`config.mk`:
```
export PLATFORM = sky130hd
export DESIGN_NAME = bus_voltage_average_monitor
export DESIGN_NICKNAME = d
export VERILOG_FILES = /design/src/hdl/bvam_pkg.sv /design/src/hdl/bus_voltage_average_monitor.sv /design/src/hdl/bvam_ctrl.sv /design/src/hdl/bvam_dp.sv
export SDC_FILE = /design/constraint.sdc
export NUM_CORES = 2
export LEC_CHECK = 0
export BUFFER_PORTS_ARGS = -buffer_cell sky130_fd_sc_hd__buf_2
export CELL_PAD_IN_SITES_DETAIL_PLACEMENT = 1
export CELL_PAD_IN_SITES_GLOBAL_PLACEMENT = 1
export CORE_ASPECT_RATIO = 1.25
export CORE_MARGIN = 5
export CORE_UTILIZATION = 50
export DETAILED_ROUTE_END_ITERATION = 12
export PLACE_DENSITY = 0.78
export SYNTH_ARGS = -nofsm -noshare
export SYNTH_HDL_FRONTEND = slang
export SYNTH_HIERARCHICAL = 1
export SYNTH_SLANG_ARGS = --single-unit
```
`constraint.sdc`:
```
create_clock -name clock -period 12.5 [get_ports clock]
set_clock_uncertainty 0.1 [all_clocks]
set_input_delay 1.25 -clock clock [delete_from_list [all_inputs] [get_ports clock]]
set_output_delay 1.25 -clock clock [all_outputs]
set_load 0.05 [all_outputs]
```
`src/hdl/bvam_pkg.sv`:
```
package bvam_pkg;

   localparam int DEF_WINDOW_SAMPLES = 10;
   localparam int DEF_GROUP_SIZE     = 8;
   localparam int DEF_ADC_BITS       = 12;

   localparam int SPAN_MV       = 42900;
   localparam int MV_PER_VOLT   = 1000;
   localparam int BUS_MV_MAX    = 4194303;
   localparam int QUERY_NUM_W   = 34;

   localparam logic [2:0] CSR_FITTED  = 3'd0;
   localparam logic [2:0] CSR_CAL     = 3'd1;
   localparam logic [2:0] CSR_CAL_MIN = 3'd2;
   localparam logic [2:0] CSR_CAL_MAX = 3'd3;
   localparam logic [2:0] CSR_CAL_DEF = 3'd4;
   localparam logic [2:0] CSR_UNDER   = 3'd5;
   localparam logic [2:0] CSR_OVER    = 3'd6;
   localparam logic [2:0] CSR_HYST    = 3'd7;

   localparam logic        OP_CONVERSION = 1'b0;
   localparam logic        OP_QUERY      = 1'b1;

   typedef struct packed {
      logic        op;
      logic [11:0] conversion;
      logic [16:0] meter_mv;
   } req_type;

   typedef struct packed {
      logic        result_kind;
      logic [21:0] bus_mv;
      logic        under_voltage;
      logic        over_voltage;
      logic [11:0] last_conversion;
      logic [15:0] suggested_cal;
   } rsp_type;

   typedef struct packed {
      logic accept;
      logic sum_step;
      logic mul_init;
      logic mul_step;
      logic div_load_rd;
      logic div_load_q;
      logic div_step;
      logic mv_set;
      logic clamp;
      logic rsp_load;
   } cmd_type;

   typedef struct packed {
      logic fitted;
      logic grp_last;
      logic sum_done;
      logic mv_zero;
      logic rsp_free;
      logic is_query;
   } status_type;

endpackage

```
`src/hdl/bus_voltage_average_monitor.sv`:
```
// A conversion that does not close a group, or any conversion while not fitted, gives no
// result. A closing conversion sums the ring, multiplies by span and gain and divides;
// a query then divides again and clamps, unless the reading is zero. The shared shift-subtract
// divider gives one quotient bit per cycle; the gain multiplier has 16 steps. One
// transaction is taken at a time. Reset is synchronous and active high; it restores the
// register defaults and clears the group, the ring fill count and the flags.
module bus_voltage_average_monitor
   import bvam_pkg::*;
#(
   parameter int WINDOW_SAMPLES = DEF_WINDOW_SAMPLES,
   parameter int GROUP_SIZE     = DEF_GROUP_SIZE,
   parameter int ADC_BITS       = DEF_ADC_BITS
) (
   input  logic        clock,
   input  logic        reset,
   input  logic        req_valid,
   output logic        req_stall,
   input  req_type     req_payload,
   output logic        rsp_valid,
   input  logic        rsp_stall,
   output rsp_type     rsp_payload,
   input  logic        csr_write_en,
   input  logic [2:0]  csr_index,
   input  logic [16:0] csr_data
);

   // The divider is wide enough for both the scaled reading and the calibration
   // numerator, so one unit serves both divisions.
   localparam int RAWMAX = (ADC_BITS >= 12) ? 4095 : ((1 << ADC_BITS) - 1);
   localparam int TW     = $clog2(RAWMAX * GROUP_SIZE * WINDOW_SAMPLES + 1);
   localparam int QW     = TW + 32 - ADC_BITS;
   localparam int DIV_W  = (QW > QUERY_NUM_W) ? QW : QUERY_NUM_W;

   cmd_type    cmd;
   status_type status;

   // The controller sequences summing, multiplying and dividing for each transaction.
   bvam_ctrl #(
      .DIV_W (DIV_W)
   ) u_ctrl (
      .clock     (clock),
      .reset     (reset),
      .req_valid (req_valid),
      .req_op    (req_payload.op),
      .req_stall (req_stall),
      .status    (status),
      .cmd       (cmd)
   );

   // The datapath holds the registers, the sample ring and the arithmetic, and its
   // output register lets a finished result wait while the next transaction is taken.
   bvam_dp #(
      .WINDOW_SAMPLES (WINDOW_SAMPLES),
      .GROUP_SIZE     (GROUP_SIZE),
      .ADC_BITS       (ADC_BITS),
      .DIV_W          (DIV_W)
   ) u_dp (
      .clock        (clock),
      .reset        (reset),
      .req_payload  (req_payload),
      .rsp_payload  (rsp_payload),
      .rsp_valid    (rsp_valid),
      .rsp_stall    (rsp_stall),
      .csr_write_en (csr_write_en),
      .csr_index    (csr_index),
      .csr_data     (csr_data),
      .cmd          (cmd),
      .status       (status)
   );

endmodule

```
`src/hdl/bvam_ctrl.sv`:
```
module bvam_ctrl
   import bvam_pkg::*;
#(
   parameter int DIV_W = 39
) (
   input  logic       clock,
   input  logic       reset,
   input  logic       req_valid,
   input  logic       req_op,
   output logic       req_stall,
   input  status_type status,
   output cmd_type    cmd
);

   localparam int CNTW = $clog2(DIV_W);

   localparam logic [3:0] S_IDLE = 4'd0;
   localparam logic [3:0] S_SUM  = 4'd1;
   localparam logic [3:0] S_MUL1 = 4'd2;
   localparam logic [3:0] S_MULG = 4'd3;
   localparam logic [3:0] S_DIVR = 4'd4;
   localparam logic [3:0] S_DIV1 = 4'd5;
   localparam logic [3:0] S_MV   = 4'd6;
   localparam logic [3:0] S_QMUL = 4'd7;
   localparam logic [3:0] S_DIV2 = 4'd8;
   localparam logic [3:0] S_CLMP = 4'd9;
   localparam logic [3:0] S_OUT  = 4'd10;

   logic [3:0]      state_ff, state_in;
   logic [CNTW-1:0] cnt_ff, cnt_in;

   assign req_stall = (state_ff != S_IDLE);

   always_comb begin
      state_in = state_ff;
      cnt_in   = cnt_ff + CNTW'(1);
      cmd      = '0;
      unique case (state_ff)
         S_IDLE: begin
            cnt_in = '0;
            if (req_valid) begin
               cmd.accept = 1'b1;
               if (req_op == OP_QUERY || (status.fitted && status.grp_last)) begin
                  state_in = S_SUM;
               end
            end
         end
         S_SUM: begin
            cmd.sum_step = 1'b1;
            if (status.sum_done) begin
               state_in = S_MUL1;
            end
         end
         S_MUL1: begin
            cmd.mul_init = 1'b1;
            cnt_in       = '0;
            state_in     = S_MULG;
         end
         S_MULG: begin
            cmd.mul_step = 1'b1;
            if (cnt_ff == CNTW'(15)) begin
               state_in = S_DIVR;
            end
         end
         S_DIVR: begin
            cmd.div_load_rd = 1'b1;
            cnt_in          = '0;
            state_in        = S_DIV1;
         end
         S_DIV1: begin
            cmd.div_step = 1'b1;
            if (cnt_ff == CNTW'(DIV_W - 1)) begin
               state_in = S_MV;
            end
         end
         S_MV: begin
            cmd.mv_set = 1'b1;
            state_in   = status.is_query ? S_QMUL : S_OUT;
         end
         S_QMUL: begin
            cnt_in = '0;
            if (status.mv_zero) begin
               state_in = S_OUT;
            end else begin
               cmd.div_load_q = 1'b1;
               state_in       = S_DIV2;
            end
         end
         S_DIV2: begin
            cmd.div_step = 1'b1;
            if (cnt_ff == CNTW'(DIV_W - 1)) begin
               state_in = S_CLMP;
            end
         end
         S_CLMP: begin
            cmd.clamp = 1'b1;
            state_in  = S_OUT;
         end
         S_OUT: begin
            if (status.rsp_free) begin
               cmd.rsp_load = 1'b1;
               state_in     = S_IDLE;
            end
         end
         default: begin
            state_in = S_IDLE;
         end
      endcase
   end

   always_ff @(posedge clock) begin
      if (reset) begin
         state_ff <= S_IDLE;
         cnt_ff   <= '0;
      end else begin
         state_ff <= state_in;
         cnt_ff   <= cnt_in;
      end
   end

endmodule

```
`src/hdl/bvam_dp.sv`:
```
module bvam_dp
   import bvam_pkg::*;
#(
   parameter int WINDOW_SAMPLES = DEF_WINDOW_SAMPLES,
   parameter int GROUP_SIZE     = DEF_GROUP_SIZE,
   parameter int ADC_BITS       = DEF_ADC_BITS,
   parameter int DIV_W          = 39
) (
   input  logic        clock,
   input  logic        reset,
   input  req_type     req_payload,
   output rsp_type     rsp_payload,
   output logic        rsp_valid,
   input  logic        rsp_stall,
   input  logic        csr_write_en,
   input  logic [2:0]  csr_index,
   input  logic [16:0] csr_data,
   input  cmd_type     cmd,
   output status_type  status
);

   localparam int RAWMAX = (ADC_BITS >= 12) ? 4095 : ((1 << ADC_BITS) - 1);
   localparam int SW     = $clog2(RAWMAX * GROUP_SIZE + 1);
   localparam int TW     = $clog2(RAWMAX * GROUP_SIZE * WINDOW_SAMPLES + 1);
   localparam int NUMW   = TW + 32;
   localparam int IW     = (WINDOW_SAMPLES > 1) ? $clog2(WINDOW_SAMPLES) : 1;
   localparam int CW     = $clog2(WINDOW_SAMPLES + 1);
   localparam int GW     = (GROUP_SIZE > 1) ? $clog2(GROUP_SIZE) : 1;
   localparam int DENMAX = WINDOW_SAMPLES * GROUP_SIZE * MV_PER_VOLT;
   localparam int DSW    = ($clog2(DENMAX + 1) > 22) ? $clog2(DENMAX + 1) : 22;
   localparam logic [11:0]    RAW_MASK = 12'(RAWMAX);
   localparam logic [DSW-1:0] DEN_UNIT = DSW'(GROUP_SIZE * MV_PER_VOLT);

   logic        fitted_ff, fitted_in;
   logic [15:0] cal_ff, cal_in, cal_min_ff, cal_min_in, cal_max_ff, cal_max_in;
   logic [15:0] cal_def_ff, cal_def_in;
   logic [16:0] uth_ff, uth_in, oth_ff, oth_in, hyst_ff, hyst_in;

   logic [SW-1:0] ring_ff [WINDOW_SAMPLES];
   logic          ring_we;
   logic [CW-1:0] filled_ff, filled_in, k_ff, k_in;
   logic [IW-1:0] widx_ff, widx_in;
   logic [GW-1:0] gcnt_ff, gcnt_in;
   logic [SW-1:0] gsum_ff, gsum_in, gsum_next;
   logic [11:0]   raw_ff, raw_in, raw_now;
   logic          under_ff, under_in, over_ff, over_in;

   logic            op_ff, op_in;
   logic [16:0]     meas_ff, meas_in;
   logic [TW-1:0]   total_ff, total_in;
   logic [NUMW-1:0] mcand_ff, mcand_in, acc_ff, acc_in;
   logic [15:0]     gsr_ff, gsr_in;
   logic [DIV_W-1:0] dvd_ff, dvd_in, clamp_v;
   logic [DSW-1:0]  rem_ff, rem_in, dvs_ff, dvs_in;
   logic [DSW:0]    rem_w;
   logic [21:0]     mv_ff, mv_in, mv_val;
   logic [15:0]     sugg_ff, sugg_in, gain;
   logic [QUERY_NUM_W-1:0] qnum;
   logic            rsp_valid_ff, rsp_valid_in;
   rsp_type         rsp_ff, rsp_in;

   assign gain = (cal_ff < cal_min_ff || cal_ff > cal_max_ff) ? cal_def_ff : cal_ff;
   assign raw_now   = req_payload.conversion & RAW_MASK;
   assign gsum_next = gsum_ff + SW'(raw_now);
   assign ring_we   = cmd.accept && req_payload.op == OP_CONVERSION && fitted_ff
                      && status.grp_last;
   assign rem_w     = {rem_ff, dvd_ff[DIV_W-1]};
   assign qnum      = QUERY_NUM_W'(gain) * QUERY_NUM_W'(meas_ff)
                      + QUERY_NUM_W'(mv_ff >> 1);

   always_comb begin
      if (!fitted_ff || filled_ff == '0) begin
         mv_val = '0;
      end else if (dvd_ff > DIV_W'(BUS_MV_MAX)) begin
         mv_val = 22'(BUS_MV_MAX);
      end else begin
         mv_val = dvd_ff[21:0];
      end
      clamp_v = dvd_ff;
      if (clamp_v < DIV_W'(cal_min_ff)) begin
         clamp_v = DIV_W'(cal_min_ff);
      end
      if (clamp_v > DIV_W'(cal_max_ff)) begin
         clamp_v = DIV_W'(cal_max_ff);
      end
   end

   always_comb begin
      status.fitted   = fitted_ff;
      status.grp_last = (gcnt_ff == GW'(GROUP_SIZE - 1));
      status.sum_done = (k_ff == filled_ff);
      status.mv_zero  = (mv_ff == '0);
      status.rsp_free = !rsp_valid_ff || !rsp_stall;
      status.is_query = op_ff;
   end

   always_comb begin
      fitted_in = fitted_ff;
      cal_in     = cal_ff;
      cal_min_in = cal_min_ff;
      cal_max_in = cal_max_ff;
      cal_def_in = cal_def_ff;
      uth_in     = uth_ff;
      oth_in     = oth_ff;
      hyst_in    = hyst_ff;
      filled_in  = filled_ff;
      k_in       = k_ff;
      widx_in    = widx_ff;
      gcnt_in    = gcnt_ff;
      gsum_in    = gsum_ff;
      raw_in     = raw_ff;
      under_in   = under_ff;
      over_in    = over_ff;
      op_in      = op_ff;
      meas_in    = meas_ff;
      total_in   = total_ff;
      mcand_in   = mcand_ff;
      acc_in     = acc_ff;
      gsr_in     = gsr_ff;
      dvd_in     = dvd_ff;
      rem_in     = rem_ff;
      dvs_in     = dvs_ff;
      mv_in      = mv_ff;
      sugg_in    = sugg_ff;
      rsp_valid_in = rsp_valid_ff;
      rsp_in       = rsp_ff;

      if (csr_write_en) begin
         unique case (csr_index)
            CSR_FITTED:  fitted_in  = csr_data[0];
            CSR_CAL:     cal_in     = csr_data[15:0];
            CSR_CAL_MIN: cal_min_in = csr_data[15:0];
            CSR_CAL_MAX: cal_max_in = csr_data[15:0];
            CSR_CAL_DEF: cal_def_in = csr_data[15:0];
            CSR_UNDER:   uth_in     = csr_data;
            CSR_OVER:    oth_in     = csr_data;
            CSR_HYST:    hyst_in    = csr_data;
            default:     fitted_in  = fitted_ff;
         endcase
      end

      if (cmd.accept) begin
         op_in    = req_payload.op;
         meas_in  = req_payload.meter_mv;
         total_in = '0;
         k_in     = '0;
         if (req_payload.op == OP_CONVERSION && fitted_ff) begin
            raw_in = raw_now;
            if (status.grp_last) begin
               widx_in = (widx_ff == IW'(WINDOW_SAMPLES - 1)) ? '0 : widx_ff + IW'(1);
               if (filled_ff != CW'(WINDOW_SAMPLES)) begin
                  filled_in = filled_ff + CW'(1);
               end
               gsum_in = '0;
               gcnt_in = '0;
            end else begin
               gsum_in = gsum_next;
               gcnt_in = gcnt_ff + GW'(1);
            end
         end
      end

      if (cmd.sum_step && !status.sum_done) begin
         total_in = total_ff + TW'(ring_ff[k_ff[IW-1:0]]);
         k_in     = k_ff + CW'(1);
      end

      if (cmd.mul_init) begin
         mcand_in = NUMW'(total_ff) * NUMW'(SPAN_MV);
         acc_in   = '0;
         gsr_in   = gain;
      end

      if (cmd.mul_step) begin
         if (gsr_ff[0]) begin
            acc_in = acc_ff + mcand_ff;
         end
         mcand_in = mcand_ff << 1;
         gsr_in   = gsr_ff >> 1;
      end

      if (cmd.div_load_rd) begin
         dvd_in = DIV_W'(acc_ff >> ADC_BITS);
         dvs_in = DSW'(DSW'(filled_ff) * DEN_UNIT);
         rem_in = '0;
      end

      if (cmd.div_load_q) begin
         dvd_in = DIV_W'(qnum);
         dvs_in = DSW'(mv_ff);
         rem_in = '0;
      end

      if (cmd.div_step) begin
         if (rem_w >= {1'b0, dvs_ff}) begin
            rem_in = DSW'(rem_w - {1'b0, dvs_ff});
            dvd_in = {dvd_ff[DIV_W-2:0], 1'b1};
         end else begin
            rem_in = rem_w[DSW-1:0];
            dvd_in = {dvd_ff[DIV_W-2:0], 1'b0};
         end
      end

      if (cmd.mv_set) begin
         mv_in   = mv_val;
         sugg_in = '0;
         if (op_ff == OP_CONVERSION) begin
            if (!under_ff && 17'(0) + {1'b0, mv_val} < {1'b0, 17'(0)} + 23'(uth_ff)) begin
               under_in = 1'b1;
            end else if (under_ff && 23'(mv_val) >= 23'(uth_ff) + 23'(hyst_ff)) begin
               under_in = 1'b0;
            end
            if (!over_ff && 23'(mv_val) > 23'(oth_ff)) begin
               over_in = 1'b1;
            end else if (over_ff && 23'(mv_val) + 23'(hyst_ff) <= 23'(oth_ff)) begin
               over_in = 1'b0;
            end
         end
      end

      if (cmd.clamp) begin
         sugg_in = clamp_v[15:0];
      end

      if (rsp_valid_ff && !rsp_stall) begin
         rsp_valid_in = 1'b0;
      end
      if (cmd.rsp_load) begin
         rsp_valid_in           = 1'b1;
         rsp_in.result_kind     = op_ff;
         rsp_in.bus_mv          = mv_ff;
         rsp_in.under_voltage   = fitted_ff & under_ff;
         rsp_in.over_voltage    = fitted_ff & over_ff;
         rsp_in.last_conversion = raw_ff;
         rsp_in.suggested_cal   = sugg_ff;
      end
   end

   always_ff @(posedge clock) begin
      if (reset) begin
         fitted_ff    <= 1'b1;
         cal_ff       <= 16'd1000;
         cal_min_ff   <= 16'd900;
         cal_max_ff   <= 16'd1100;
         cal_def_ff   <= 16'd1000;
         uth_ff       <= 17'd10000;
         oth_ff       <= 17'd30000;
         hyst_ff      <= 17'd500;
         filled_ff    <= '0;
         widx_ff      <= '0;
         gcnt_ff      <= '0;
         gsum_ff      <= '0;
         raw_ff       <= '0;
         under_ff     <= 1'b0;
         over_ff      <= 1'b0;
         rsp_valid_ff <= 1'b0;
      end else begin
         fitted_ff    <= fitted_in;
         cal_ff       <= cal_in;
         cal_min_ff   <= cal_min_in;
         cal_max_ff   <= cal_max_in;
         cal_def_ff   <= cal_def_in;
         uth_ff       <= uth_in;
         oth_ff       <= oth_in;
         hyst_ff      <= hyst_in;
         filled_ff    <= filled_in;
         widx_ff      <= widx_in;
         gcnt_ff      <= gcnt_in;
         gsum_ff      <= gsum_in;
         raw_ff       <= raw_in;
         under_ff     <= under_in;
         over_ff      <= over_in;
         rsp_valid_ff <= rsp_valid_in;
      end
   end

   always_ff @(posedge clock) begin
      op_ff    <= op_in;
      meas_ff  <= meas_in;
      total_ff <= total_in;
      k_ff     <= k_in;
      mcand_ff <= mcand_in;
      acc_ff   <= acc_in;
      gsr_ff   <= gsr_in;
      dvd_ff   <= dvd_in;
      rem_ff   <= rem_in;
      dvs_ff   <= dvs_in;
      mv_ff    <= mv_in;
      sugg_ff  <= sugg_in;
      rsp_ff   <= rsp_in;
      if (ring_we) begin
         ring_ff[widx_ff] <= gsum_next;
      end
   end

   assign rsp_valid   = rsp_valid_ff;
   assign rsp_payload = rsp_ff;

endmodule

```
* Word-level counts from Yosys, hierarchy flattened
Memories as Yosys holds them, arrays and structs flattened. A register that Yosys moved wholly into a read port is not among the register bits.
Index checks and enable logic that the tools add are counted.
** Word-level totals
- Register bits after elaboration :: 498
- Latch bits :: 0
- Memory bits (writable) :: 150
- Bits in read-only memories :: 0
- Input port bits :: 55
- Output and inout port bits :: 55
- Word-level logic and storage cells :: 211
- Memories kept :: 1
** Cells by class
- $add $sub $neg :: 12
- Multipliers :: 3
- Divide/modulo/power cells :: 0
- Order comparisons :: 10
- Eq/ne operators :: 30
- Shift-type cells :: 0
- Multiplexer cells :: 63
- Bitwise operators :: 4
- Reduce and logical (&&, ||, !) cells :: 50
** Memory list
- u_dp.ring_ff :: depth 10, width 15, rd ports 1, clocked after memory_dff 1, write ports 1, RTL line bvam_dp.sv:39 : logic [SW-1:0] ring_ff [WINDOW_SAMPLES];
** Operator list (number)
- $mux 51 :: 5
- $mux 22 :: 8
- $mux 39 :: 4
- $mux 16 :: 4
- $add 51x51->51 :: 1
- $mux 4 :: 12
- $mux 15 :: 3
- $pmux 4 s11 :: 1
- $gt 39x16->1 :: 1
- $gt 39x22->1 const B :: 1
- $lt 39x16->1 :: 1
- $mux 19 :: 2
- $add 33x21->34 :: 1
- $mul 16x17->33 :: 1
- $mul 19x14->33 const B :: 1
- $add 22x17->23 :: 1
- $ge 22x23->1 :: 1
- $ge 23x22->1 :: 1
- $le 23x17->1 :: 1
- $gt 22x17->1 :: 1
- $logic_not 22->1 :: 1
- $lt 22x17->1 :: 1
- $mux 1 :: 22
- $sub 22x22->22 :: 1
- other kinds (40) :: 96

* Depth between registers and ports, before layout
- Depth after elaboration :: 8
- Mapped depth :: 37
- Mapped depth without buffers :: 35

* Hierarchy
Netlist, hierarchy kept.
** By module, submodules not included
- bvam_dp :: instances 1, cells an instance 4871, area each 48901.9 um^2, sequential area each 17106.4 um^2
- bvam_ctrl :: instances 1, cells an instance 90, area each 703.2 um^2, sequential area each 200.2 um^2

* Worst setup path after synthesis
OpenSTA, ideal clock, no wires.
- Kind :: register -> register
- Start :: reg u_dp.cal_max_ff[1]
- End :: reg u_dp.dvd_ff[33] (data pin)
- Setup time :: 0.180 ns
- Data arrival time :: 8.646 ns
- Required time :: 12.220 ns
- Slack :: 3.573 ns
- Cell stages (with the launch flop) :: 36
- Path buffers :: 2
- Period minus slack after synthesis :: 8.927 ns
- Cells stage by stage :: dfxtp_1 inv_1 ha_1 nor2b_1 o21a_1 o21a_1 o21a_1 o21a_1 o211ai_1 a21oi_1 nor4_4 mux2i_1 clkbuf_1 nor2b_1 fa_1 inv_1 fa_1 fa_1 inv_1 fa_1 fa_1 inv_1 fa_1 inv_1 ha_1 clkbuf_1 a211oi_1 nor2_1 a2111oi_2 a21oi_1 a311o_1 nand3_1 nand3_1 o41ai_1 mux2_2 o311ai_1
** Between the ends
- Word-level cells in the longest chain between the ends :: 7
** Ends and longest elaborated chain
- start: declaration :: RTL line bvam_dp.sv:35 : logic [15:0] cal_ff, cal_in, cal_min_ff, cal_min_in, cal_max_ff, cal_max_in;
- start signal: assignment :: RTL line bvam_dp.sv:261 : cal_max_ff <= cal_max_in;
- $gt 16x16->1 :: RTL line bvam_dp.sv:62 : assign gain = (cal_ff < cal_min_ff || cal_ff > cal_max_ff) ? cal_def_ff : cal_ff;
- $logic_or 1x1->1 :: RTL line bvam_dp.sv:62
- $mux 16 :: RTL line bvam_dp.sv:62
- $mul 16x17->33 :: RTL line bvam_dp.sv:68 : assign qnum = QUERY_NUM_W'(gain) * QUERY_NUM_W'(meas_ff)
- $add 33x21->34 :: RTL line bvam_dp.sv:69 : + QUERY_NUM_W'(mv_ff >> 1);
- $mux 39 :: RTL line bvam_dp.sv:188 : if (cmd.div_load_q) begin
- $mux 39 :: RTL line bvam_dp.sv:194 : if (cmd.div_step) begin
- via u_dp.dvd_in[33] :: RTL line bvam_dp.sv:53 : logic [DIV_W-1:0] dvd_ff, dvd_in, clamp_v;
- end signal: assignment :: RTL line bvam_dp.sv:285 : dvd_ff <= dvd_in;
- end: declaration :: RTL line bvam_dp.sv:53
The timed path passes the listed nets, and every way through them passes these cells.
A chain may end at the register's enable or synchronous reset.

* Final worst setup path
Same ends and word-level chain as after synthesis.

==> reports/metrics.cfg <==
[run_status]
status = finished clean

[logic_synthesis]
syn_avg_cell_area_um2 = 10.0
synthTopCellsByArea = edfxtp_1 26%, fa_1 13%, ha_1 13%, dfxtp_1 8.9%, inv_1 4.6%
synthTopCellsByCount = 610 x inv_1, 561 x nand2_1, 528 x ha_1
synth_most_common_cell = inv_1
syn_area_mm2 = 0.0496
synth_edf_count = 429
ys_types = 90
yosysWarnings = 6
postSynthCellCount = 4961
synth_nets = 5877
synth_top_area_share_pct = 26.0
synth-main-ff-cell = edfxtp_1
yosys.area.top_type = edfxtp_1
ys_ff_latch = 650
synth.yosys.seq_area_share_pct = 34.9
synth-async-reset-ratio_pct = 0

[setup_path]
reg2reg_depth = 35
path_buf_inv = 7
cp.depth = 35
cp.arrival_ps = 10240
critPathCaptureType = flop
start_kind = flop
crit_fanout = 18
ff2ff_setup_slack_ps = 2600
slowest_delay_ps = 690
cp_top_family = adder cells
crit_slowest_cell = a221oi_1
required_ps = 12850
criticalPathCategory = flop to flop

[floorplan]
die_x_um = 292
io-pin-count = 110
num_rows = 129
start_util_pct = 50.2
coreArea_mm2 = 0.0988
die_h_um = 362
die-area_mm2 = 0.106

[global_routing]
grt_pass1_wl_um = 227000
antenna_found_initial = 3
grt_usage_pct = 27.0
grt_start_max_net_pins = 88
grt_pass1_vias = 40300
gr-total-overflow = 0

[timing]
hold_violations = 0
setup_viol = 0
fin_crit_ps = 9900
rsz0062_at_grt = no
fin_setup_tns_ps = 0
worst_pin_slew_ps = 1210
post-route-period-util_pct = 79.2
maxSlewHeadroom_pct = 18.9
drv_slew = 0
max_freq_mhz = 101

[clock_tree]
clk_latency_ps = 660
cts_htree_levels = 3
clkSinkCount = 650
cts_buffers = 73
cts.clk_slew.worst_paths_ps = 60
cts_hold_buf = 0
cts-root-buf = clkbuf_16
cts_setup_buffers = 0
clock_path_buffers = 3
cts_resized = 0
cts_tree = built

[drt]
drtPass1Iterations = 5
drc = 0
via_per_inst = 5.80
drt-initial-drc-count = 1820
met3WireLength_um = 5770
vias = 37100
wirelength_um = 145000
top_layer = met4
met2WireLength_um = 76400
postRouteAntennaNets = 0
wirelength_met1_um = 57700
drt-wirelength-per-cell_um = 22.7

[placement]
io_buffers = 109
gp_congestion = 0.877
dp_hpwl_um = 110000

[final_layout]
nNetsFinal = 5932
fill_cells = 11000
layout-drive-gt1-share_pct = 7.86
seq_area_mm2 = 0.0173
multiInputGateArea_mm2 = 0.0294
area_delta_synth_final_pct = 8.69

[job]
cap_violations = 0

[hold_path]
hp-class = flop to flop
worstHoldPathCells = 0

[flip-flops by register name, indices dropped and copies added (netlist names), 19 cells and up, named ones only]
| signal | count |
|---|---|
| u_dp/mv_ff | 22 |
| u_dp/ring_ff | 150 |
| u_dp/rsp_payload | 53 |
| u_dp/rem_ff | 22 |
| u_dp/mcand_ff | 49 |
| u_dp/dvd_ff | 39 |
| u_dp/acc_ff | 49 |
| u_dp/dvs_ff | 22 |
| u_dp/total_ff | 19 |
[cell families after synthesis]
kind of cell,Yosys count,share of synthesized area [%]
muxes,136,3.59
AOI/OAI and AO/OA,963,12.2
DFF,650,34.9
buffers and inverters,789,6.07
and+or+nand+nor,1386,13.4
adders and majority gates,861,26.8
xor gates and xnor gates,176,3.11
[path summary, 6_finish.rpt]
check                                                startpoint                             end
worst max-delay path            u_dp/cal_max_ff[1]$_SDFFE_PP0P_       u_dp/dvd_ff[33]$_DFFE_PP_
worst min-delay path             u_dp/sugg_ff[12]$_SDFFCE_PN0P_  u_dp/rsp_payload[12]$_DFFE_PP_
worst min register to register   u_dp/sugg_ff[12]$_SDFFCE_PN0P_  u_dp/rsp_payload[12]$_DFFE_PP_
worst max register to register  u_dp/cal_max_ff[1]$_SDFFE_PP0P_       u_dp/dvd_ff[33]$_DFFE_PP_
[worst register-to-register path: cells and delay by family (launching register included)]
family / cells / cell delay [ps]
AOI/OAI and AO/OA: 12 / 2680
adders and majority gates: 8 / 3810
buffers and inverters: 7 / 660
DFF: 1 / 360
muxes: 2 / 850
and+or+nand+nor: 6 / 1230
[stage by stage]
stage	cells	worst slack, ps	utilization [%]	hold WS [ps]	instance area, um2
final	6386	2600	54.6	325	53900
after CTS	6384	2690	54.6	328	53900
after global placement	6251	2820	52.2	301	51500
after detailed placement	6251	2750	52.2	311	51500
after global routing	6384	2220	54.6	331	53900
after floorplan	4961	3570	-	300	49600
[layer usage]
layer  up-vias  track usage [%]
met5         -                0
met2       745             50.2
met3       288             3.47
met1     18900             32.2
met4         0             9.35
li1      17100                -
[layout by cell type (no fill, tap or decap), types with 17 or more instances in the layout]
| master | instances |
|---|---|
| nor2b_1 | 118 |
| a21oi_1 | 328 |
| buf_4 | 48 |
| mux2i_1 | 70 |
| and2_1 | 114 |
| xnor2_1 | 112 |
| nand2b_1 | 42 |
| edfxtp_1 | 429 |
| o21bai_1 | 23 |
| xor2_1 | 64 |
| and3_1 | 18 |
| buf_2 | 108 |
| dfxtp_1 | 220 |
| a211o_1 | 20 |
| nor2_1 | 215 |
| fa_1 | 333 |
| ha_1 | 528 |
| nand3b_1 | 26 |
| clkbuf_1 | 22 |
| o21a_1 | 55 |
| or3_1 | 22 |
| o21ai_0 | 225 |
| a31oi_1 | 17 |
| a211oi_1 | 52 |
| a21o_1 | 103 |
| mux4_2 | 30 |
| mux2_2 | 36 |
| nand4_1 | 37 |
| clkbuf_16 | 73 |
| inv_1 | 609 |
| nand2_1 | 560 |
| nand3_1 | 101 |
| nor3_1 | 53 |
[layout make-up]
class | instances | share of cell area, %
Sequential cell | 650 | 32.1
Inverter | 613 | 4.27
Antenna cell | 2 | 0.00928
Clock inverter | 35 | 0.812
Multi-Input combinational cell | 3522 | 54.5
Timing Repair Buffer | 156 | 1.67
Clock buffer | 98 | 3.62
Tap cell | 1310 | 3.04
Power is not shown: default switching activity piles up to over one toggle a cycle in this logic, so the estimate is an artifact.
